==> config.mk <==
export PLATFORM = sky130hd
export DESIGN_NAME = lla_ctrl
export DESIGN_NICKNAME = d
export VERILOG_FILES = /design/src/hdl/lla_pkg.sv /design/src/hdl/lla_ctrl.sv
export SDC_FILE = /design/constraint.sdc
export NUM_CORES = 1
export LEC_CHECK = 0
export BUFFER_PORTS_ARGS = -buffer_cell sky130_fd_sc_hd__buf_2
export CAP_MARGIN = 20
export CORE_AREA = 2 2 39 41
export DETAILED_ROUTE_END_ITERATION = 16
export DIE_AREA = 0 0 41 43
export PLACE_DENSITY = 0.74
export SLEW_MARGIN = 20
export SYNTH_ARGS = -nofsm -noshare
export SYNTH_HDL_FRONTEND = slang
export SYNTH_SLANG_ARGS = --single-unit
==> constraint.sdc <==
create_clock -name clk_i -period 1.7 [get_ports clk_i]
set_input_delay 0 -clock clk_i [delete_from_list [all_inputs] [get_ports clk_i]]
set_output_delay 0 -clock clk_i [all_outputs]
set_load 0.01 [all_outputs]
==> src/hdl/lla_pkg.sv <==
`timescale 1ns / 1ps
// ----------------------------------------------------------------------------
// lla_pkg
// Shared constants, register indexes and controller/datapath handshake types
// of the leaky LMS adaptive FIR.
// ----------------------------------------------------------------------------
package lla_pkg;

  localparam int TAPS_DEF        = 32;
  localparam int LINE_DEPTH_DEF  = 40;
  localparam int SAMPLE_BITS_DEF = 16;

  localparam int COEF_FRAC = 30;
  localparam int GAIN_FRAC = 16;
  localparam int COEF_W    = 32;

  localparam int REG_W     = 16;
  localparam int CFG_IDX_W = 4;

  localparam logic [CFG_IDX_W-1:0] REG_STEP_SIZE   = CFG_IDX_W'(0);
  localparam logic [CFG_IDX_W-1:0] REG_LEAK_FACTOR = CFG_IDX_W'(1);

  localparam logic [REG_W-1:0] STEP_SIZE_RST   = REG_W'(655);
  localparam logic [REG_W-1:0] LEAK_FACTOR_RST = REG_W'(64880);

  typedef struct packed {
    logic clr_acc;
    logic start_pass;
    logic issue;
    logic upd;
    logic ld_y;
    logic ld_emu;
    logic ld_g;
    logic ld_out;
    logic shift;
  } lla_cmd_t;

  typedef struct packed {
    logic pipe_busy;
  } lla_sts_t;

endpackage

==> src/hdl/lla_ctrl.sv <==
`timescale 1ns / 1ps
// ----------------------------------------------------------------------------
// lla_ctrl
// Sequencer: filter pass, error and gain steps, weight update pass, and the
// output register handshake.
// ----------------------------------------------------------------------------
module lla_ctrl #(
  parameter int TAPS = lla_pkg::TAPS_DEF
) (
  input  logic                    clk_i,
  input  logic                    rst_ni,
  input  logic                    in_valid_i,
  input  logic                    out_ready_i,
  input  lla_pkg::lla_sts_t       sts_i,
  output logic                    in_ready_o,
  output logic                    out_valid_o,
  output lla_pkg::lla_cmd_t       cmd_o,
  output logic [$clog2(TAPS)-1:0] tap_o
);
  import lla_pkg::*;

  localparam int K_W = $clog2(TAPS);

  localparam logic [3:0] ST_IDLE   = 4'd0;
  localparam logic [3:0] ST_FILT   = 4'd1;
  localparam logic [3:0] ST_FDRAIN = 4'd2;
  localparam logic [3:0] ST_Y      = 4'd3;
  localparam logic [3:0] ST_MU     = 4'd4;
  localparam logic [3:0] ST_G      = 4'd5;
  localparam logic [3:0] ST_UPD    = 4'd6;
  localparam logic [3:0] ST_UDRAIN = 4'd7;
  localparam logic [3:0] ST_DONE   = 4'd8;

  logic [3:0]     state_q, state_d;
  logic [K_W-1:0] tap_q, tap_d;
  logic           out_valid_q, out_valid_d;
  logic           last_tap;

  assign last_tap = tap_q == K_W'(TAPS - 1);

  always_comb begin
    state_d     = state_q;
    tap_d       = tap_q;
    out_valid_d = out_valid_q & ~out_ready_i;
    cmd_o       = '0;
    case (state_q)
      ST_IDLE: begin
        if (in_valid_i) begin
          cmd_o.clr_acc    = 1'b1;
          cmd_o.start_pass = 1'b1;
          tap_d            = '0;
          state_d          = ST_FILT;
        end
      end
      ST_FILT: begin
        cmd_o.issue = 1'b1;
        tap_d       = tap_q + K_W'(1);
        if (last_tap) begin
          state_d = ST_FDRAIN;
        end
      end
      ST_FDRAIN: begin
        if (!sts_i.pipe_busy) begin
          state_d = ST_Y;
        end
      end
      ST_Y: begin
        cmd_o.ld_y = 1'b1;
        state_d    = ST_MU;
      end
      ST_MU: begin
        cmd_o.ld_emu = 1'b1;
        state_d      = ST_G;
      end
      ST_G: begin
        cmd_o.ld_g       = 1'b1;
        cmd_o.start_pass = 1'b1;
        tap_d            = '0;
        state_d          = ST_UPD;
      end
      ST_UPD: begin
        cmd_o.issue = 1'b1;
        cmd_o.upd   = 1'b1;
        tap_d       = tap_q + K_W'(1);
        if (last_tap) begin
          state_d = ST_UDRAIN;
        end
      end
      ST_UDRAIN: begin
        if (!sts_i.pipe_busy) begin
          state_d = ST_DONE;
        end
      end
      ST_DONE: begin
        if (!out_valid_q || out_ready_i) begin
          cmd_o.ld_out = 1'b1;
          cmd_o.shift  = 1'b1;
          out_valid_d  = 1'b1;
          state_d      = ST_IDLE;
        end
      end
      default: begin
        state_d = ST_IDLE;
      end
    endcase
  end

  always_ff @(posedge clk_i or negedge rst_ni) begin
    if (!rst_ni) begin
      state_q     <= ST_IDLE;
      tap_q       <= '0;
      out_valid_q <= 1'b0;
    end else begin
      state_q     <= state_d;
      tap_q       <= tap_d;
      out_valid_q <= out_valid_d;
    end
  end

  assign in_ready_o  = state_q == ST_IDLE;
  assign out_valid_o = out_valid_q;
  assign tap_o       = tap_q;

endmodule

==> run_summary.xml <==
<?xml version="1.0" encoding="UTF-8"?>
<metrics>
  <group name="status">
    <metric name="run_status" unit="">finished, final reports clean</metric>
  </group>
  <group name="floorplanning">
    <metric name="chipWidth" unit="µm">41</metric>
    <metric name="die-height" unit="µm">43</metric>
    <metric name="core_area" unit="mm²">0.001384</metric>
    <metric name="io-pin-count" unit="">21</metric>
    <metric name="die_area" unit="mm²">0.001763</metric>
    <metric name="num_rows" unit="">14</metric>
    <metric name="initial_core_util" unit="">0.4367</metric>
  </group>
  <group name="place">
    <metric name="globalplace.congestion" unit="">0.7495</metric>
    <metric name="place_hpwl" unit="µm">901.1</metric>
    <metric name="io_buffers" unit="">20</metric>
    <metric name="post-place-cells" unit="">98</metric>
  </group>
  <group name="detailed_routing">
    <metric name="drt-initial-drc-count" unit="">12</metric>
    <metric name="drt_pass1_iterations" unit="">4</metric>
    <metric name="route.detailed.vias_per_inst" unit="">5.429</metric>
    <metric name="ant_nets" unit="">0</metric>
    <metric name="dr_total_vias" unit="">570</metric>
    <metric name="post-route-drc-count" unit="">0</metric>
    <metric name="wirelength" unit="mm">1.268</metric>
    <metric name="wire_length_per_cell" unit="µm">12.08</metric>
  </group>
  <group name="finish">
    <metric name="layout.cells.most_common" unit="">sky130_fd_sc_hd__buf_2</metric>
    <metric name="final_cell_count_no_fill" unit="">105</metric>
    <metric name="final_cell_mix" unit="">sky130_fd_sc_hd__buf_2, sky130_fd_sc_hd__dfrtp_1, sky130_fd_sc_hd__nor3_1</metric>
    <metric name="drive_above_1_share" unit="">0.3596</metric>
    <metric name="nFillCells" unit="">133</metric>
    <metric name="antenna_cells" unit="">0</metric>
    <metric name="numnets_final" unit="">98</metric>
    <metric name="area_delta_synth_final" unit="%">29.19</metric>
    <metric name="area.sequential" unit="µm²">250.2</metric>
    <metric name="multi_input_area" unit="µm²">315.3</metric>
    <metric name="final_core_utilization" unit="">0.5642</metric>
  </group>
  <group name="yosys">
    <metric name="ys_ff_latch" unit="">10</metric>
    <metric name="synth-seq-area-share" unit="">0.4141</metric>
    <metric name="postSynthNetCount" unit="">71</metric>
    <metric name="mappedNetlistArea" unit="µm²">604.3</metric>
    <metric name="synthesis.yosys.warnings" unit="">0</metric>
    <metric name="synthDistinctLibCells" unit="">31</metric>
    <metric name="postSynthCellCount" unit="">64</metric>
    <metric name="syn-mean-instance-area" unit="µm²">9.443</metric>
  </group>
  <group name="worst_setup_path">
    <metric name="crit_path_max_fanout" unit="">3</metric>
    <metric name="criticalPathCategory" unit="">flip-flop to flip-flop</metric>
    <metric name="worst_ep_required_time" unit="ns">1.89</metric>
    <metric name="cp-start-kind" unit="">flip-flop</metric>
    <metric name="critical_path_arrival" unit="ns">1.77</metric>
    <metric name="setup.worst_path.end_class" unit="">flip-flop</metric>
  </group>
  <group name="global_route">
    <metric name="grt.overflow.total" unit="">0</metric>
    <metric name="overall_global_routing_resource_usage" unit="">0.1713</metric>
    <metric name="via_count_of_the_first_global_routing_pass" unit="">489</metric>
    <metric name="grt_antenna_before_repair" unit="">0</metric>
    <metric name="grt_pass1_wl" unit="mm">2.001</metric>
    <metric name="maximum_number_of_pins_on_one_net_before_global_route_repair" unit="">13</metric>
  </group>
  <group name="power">
    <metric name="p_sw" unit="µW">590.4</metric>
    <metric name="p_int" unit="µW">776.8</metric>
    <metric name="power.share.switching" unit="">0.4318</metric>
    <metric name="max-vdd-ir-drop" unit="mV">0.7116</metric>
    <metric name="p_per_area" unit="mW/mm²">1751</metric>
    <metric name="power.share.combinational" unit="">0.599</metric>
    <metric name="share_clk_of_total_power" unit="">0.120</metric>
    <metric name="power.share.sequential" unit="">0.281</metric>
    <metric name="leak_pwr" unit="nW">0.4153</metric>
  </group>
  <group name="sta">
    <metric name="final_period_minus_worst_setup_slack" unit="ns">1.581</metric>
    <metric name="post-route-period-util" unit="">0.9302</metric>
    <metric name="timing_hold_violations_final" unit="">0</metric>
    <metric name="drv_slew" unit="">0</metric>
    <metric name="fin_worst_skew" unit="ns">0.002145</metric>
    <metric name="worst-slew-pin-transition" unit="ns">0.4006</metric>
    <metric name="finish_stage_setup_viols" unit="">0</metric>
    <metric name="slew-limit-headroom" unit="">0.7330</metric>
    <metric name="fmax" unit="GHz">0.6324</metric>
  </group>
  <group name="flow_run">
    <metric name="drv.max_cap_violation_count" unit="">0</metric>
  </group>
  <group name="worst_hold_path">
    <metric name="min-delay-path-class" unit="">primary input to flip-flop</metric>
  </group>
  <group name="clocking">
    <metric name="cts_tree" unit="">done</metric>
    <metric name="htreeDepth" unit="">1</metric>
    <metric name="cts_root_buffer" unit="">sky130_fd_sc_hd__clkbuf_4</metric>
    <metric name="clk_latency" unit="ns">0.27</metric>
    <metric name="clock_tree.buffer_depth" unit="">2</metric>
    <metric name="cts.sink_count" unit="">10</metric>
    <metric name="cts-buffers-inserted" unit="">3</metric>
    <metric name="clkSlewWorstSetupHoldPaths" unit="ns">0.06</metric>
  </group>
</metrics>
## per-stage QoR
step | power (mW) | TNS, ns | setup slack (ns) | hold WS (ns) | instance area [µm²]
floorplan | 0.9451 | 0 | 0.1632 | -0.2956 | 604.3
global placement | 1.151 | 0 | 0.1904 | -0.1329 | 720.7
detailed placement | 1.167 | 0 | 0.1326 | -0.1310 | 720.7
CTS | 1.336 | 0 | 0.1186 | 0.01233 | 763.2
global route | 1.483 | -0.01873 | -0.01873 | 0.05390 | 780.7
finish | 1.367 | 0 | 0.1187 | 0.01223 | 780.7
## critical path, cell delays in order (launching register included)
cell and delay, ns:
sky130_fd_sc_hd__dfrtp_1 0.41, sky130_fd_sc_hd__ha_1 0.23, sky130_fd_sc_hd__and3_1 0.19, sky130_fd_sc_hd__ha_1 0.19, sky130_fd_sc_hd__o21a_1 0.17, sky130_fd_sc_hd__nor2_2 0.10, sky130_fd_sc_hd__a311oi_1 0.06, sky130_fd_sc_hd__nor3_1 0.17
## power groups by stage
stage / combinational, mW / sequential [mW] / clock, mW
6_report: 0.820 / 0.384 / 0.164
5_1_grt: 0.908 / 0.397 / 0.178
4_1_cts: 0.781 / 0.388 / 0.167
3_5_place_dp: 0.776 / 0.391 / 0
3_3_place_gp: 0.768 / 0.383 / 0
2_1_floorplan: 0.540 / 0.405 / 0
## routing by layer
| layer | wire length (µm) | vias to the layer above | track usage |
|---|---|---|---|
| met5 | 0 | - | 0 |
| met4 | 39 | 0 | 0.1200 |
| met3 | 56 | 5 | 0.04712 |
| met2 | 620 | 15 | 0.2406 |
| met1 | 552 | 266 | 0.2162 |
| li1 | - | 284 | - |
## cells by family (layout without fill, tap and decap cells)
family          Yosys count  count (layout)  share of synthesized area
compound gates           13              13                     0.1615
flops                    10              10                     0.4141
fa+ha+maj                 2               2                    0.04140
buf+inv                   8              33                    0.06832
xor+xnor                  1               1                    0.01450
simple gates             29              29                     0.2816
mux                       1               1                    0.01863
## path summary, 6_finish.rpt
path | slack, ns | end | from | cells after the start
setup / recovery | 0.12 | state_q[0] | tap_o[0] | 7
hold / removal | 0.01 | out_valid_o | out_ready_i | 3
setup reg to reg | 0.12 | state_q[0] | tap_o[0] | 7
hold reg to reg | 0.52 | out_valid_o | out_valid_o | 2
max in group asynchronous | 1.40 | tap_o[1] | rst_ni | 2
min in group asynchronous | 0.11 | state_q[2] | rst_ni | 2
## registers in the layout, indices dropped and copies added (netlist names)
| name | count |
|---|---|
| tap_o | 5 |
| state_q | 4 |
| out_valid_o | 1 |
## what timing repair did
action	in CTS	in global routing
resized for setup	0	1
endpoints found under the setup margin	0	1
buffers inserted	0	2
endpoints found under the hold margin	11	0
hold buffers	2	0
## cell type report
class | instances | area share
clock buffer | 3 | 0.02885
inverter | 2 | 0.009615
multi-input combinational | 46 | 0.4038
sequential | 10 | 0.3205
tap | 16 | 0.02564
timing repair buffer | 28 | 0.2115
## cells in the mapped netlist (all sizes together)
master	number	area [µm²]
buf	2	18.77
a311oi	1	8.760
a22o	3	26.28
a211oi	1	7.510
and2	1	6.260
and4bb	1	16.27
o32ai	1	8.760
a21o	1	7.510
nor4b	1	8.760
nor3	8	40.04
nor3b	2	15.01
mux2	1	11.26
inv	2	7.510
nor2b	1	6.260
nand2	3	11.26
dfrtp	10	250.2
nand3	1	5.000
nor4	1	6.260
nor2	4	15.01
xnor2	1	8.760
and3	2	12.51
ha	2	25.02
or2	1	6.260
a221o	1	10.01
a31oi	1	6.260
o21a	1	7.510
and3b	1	8.760
nand2b	2	12.51
a21oi	3	15.01
clkbuf	4	15.01
Note: power is estimated with default switching activity, not from simulation.
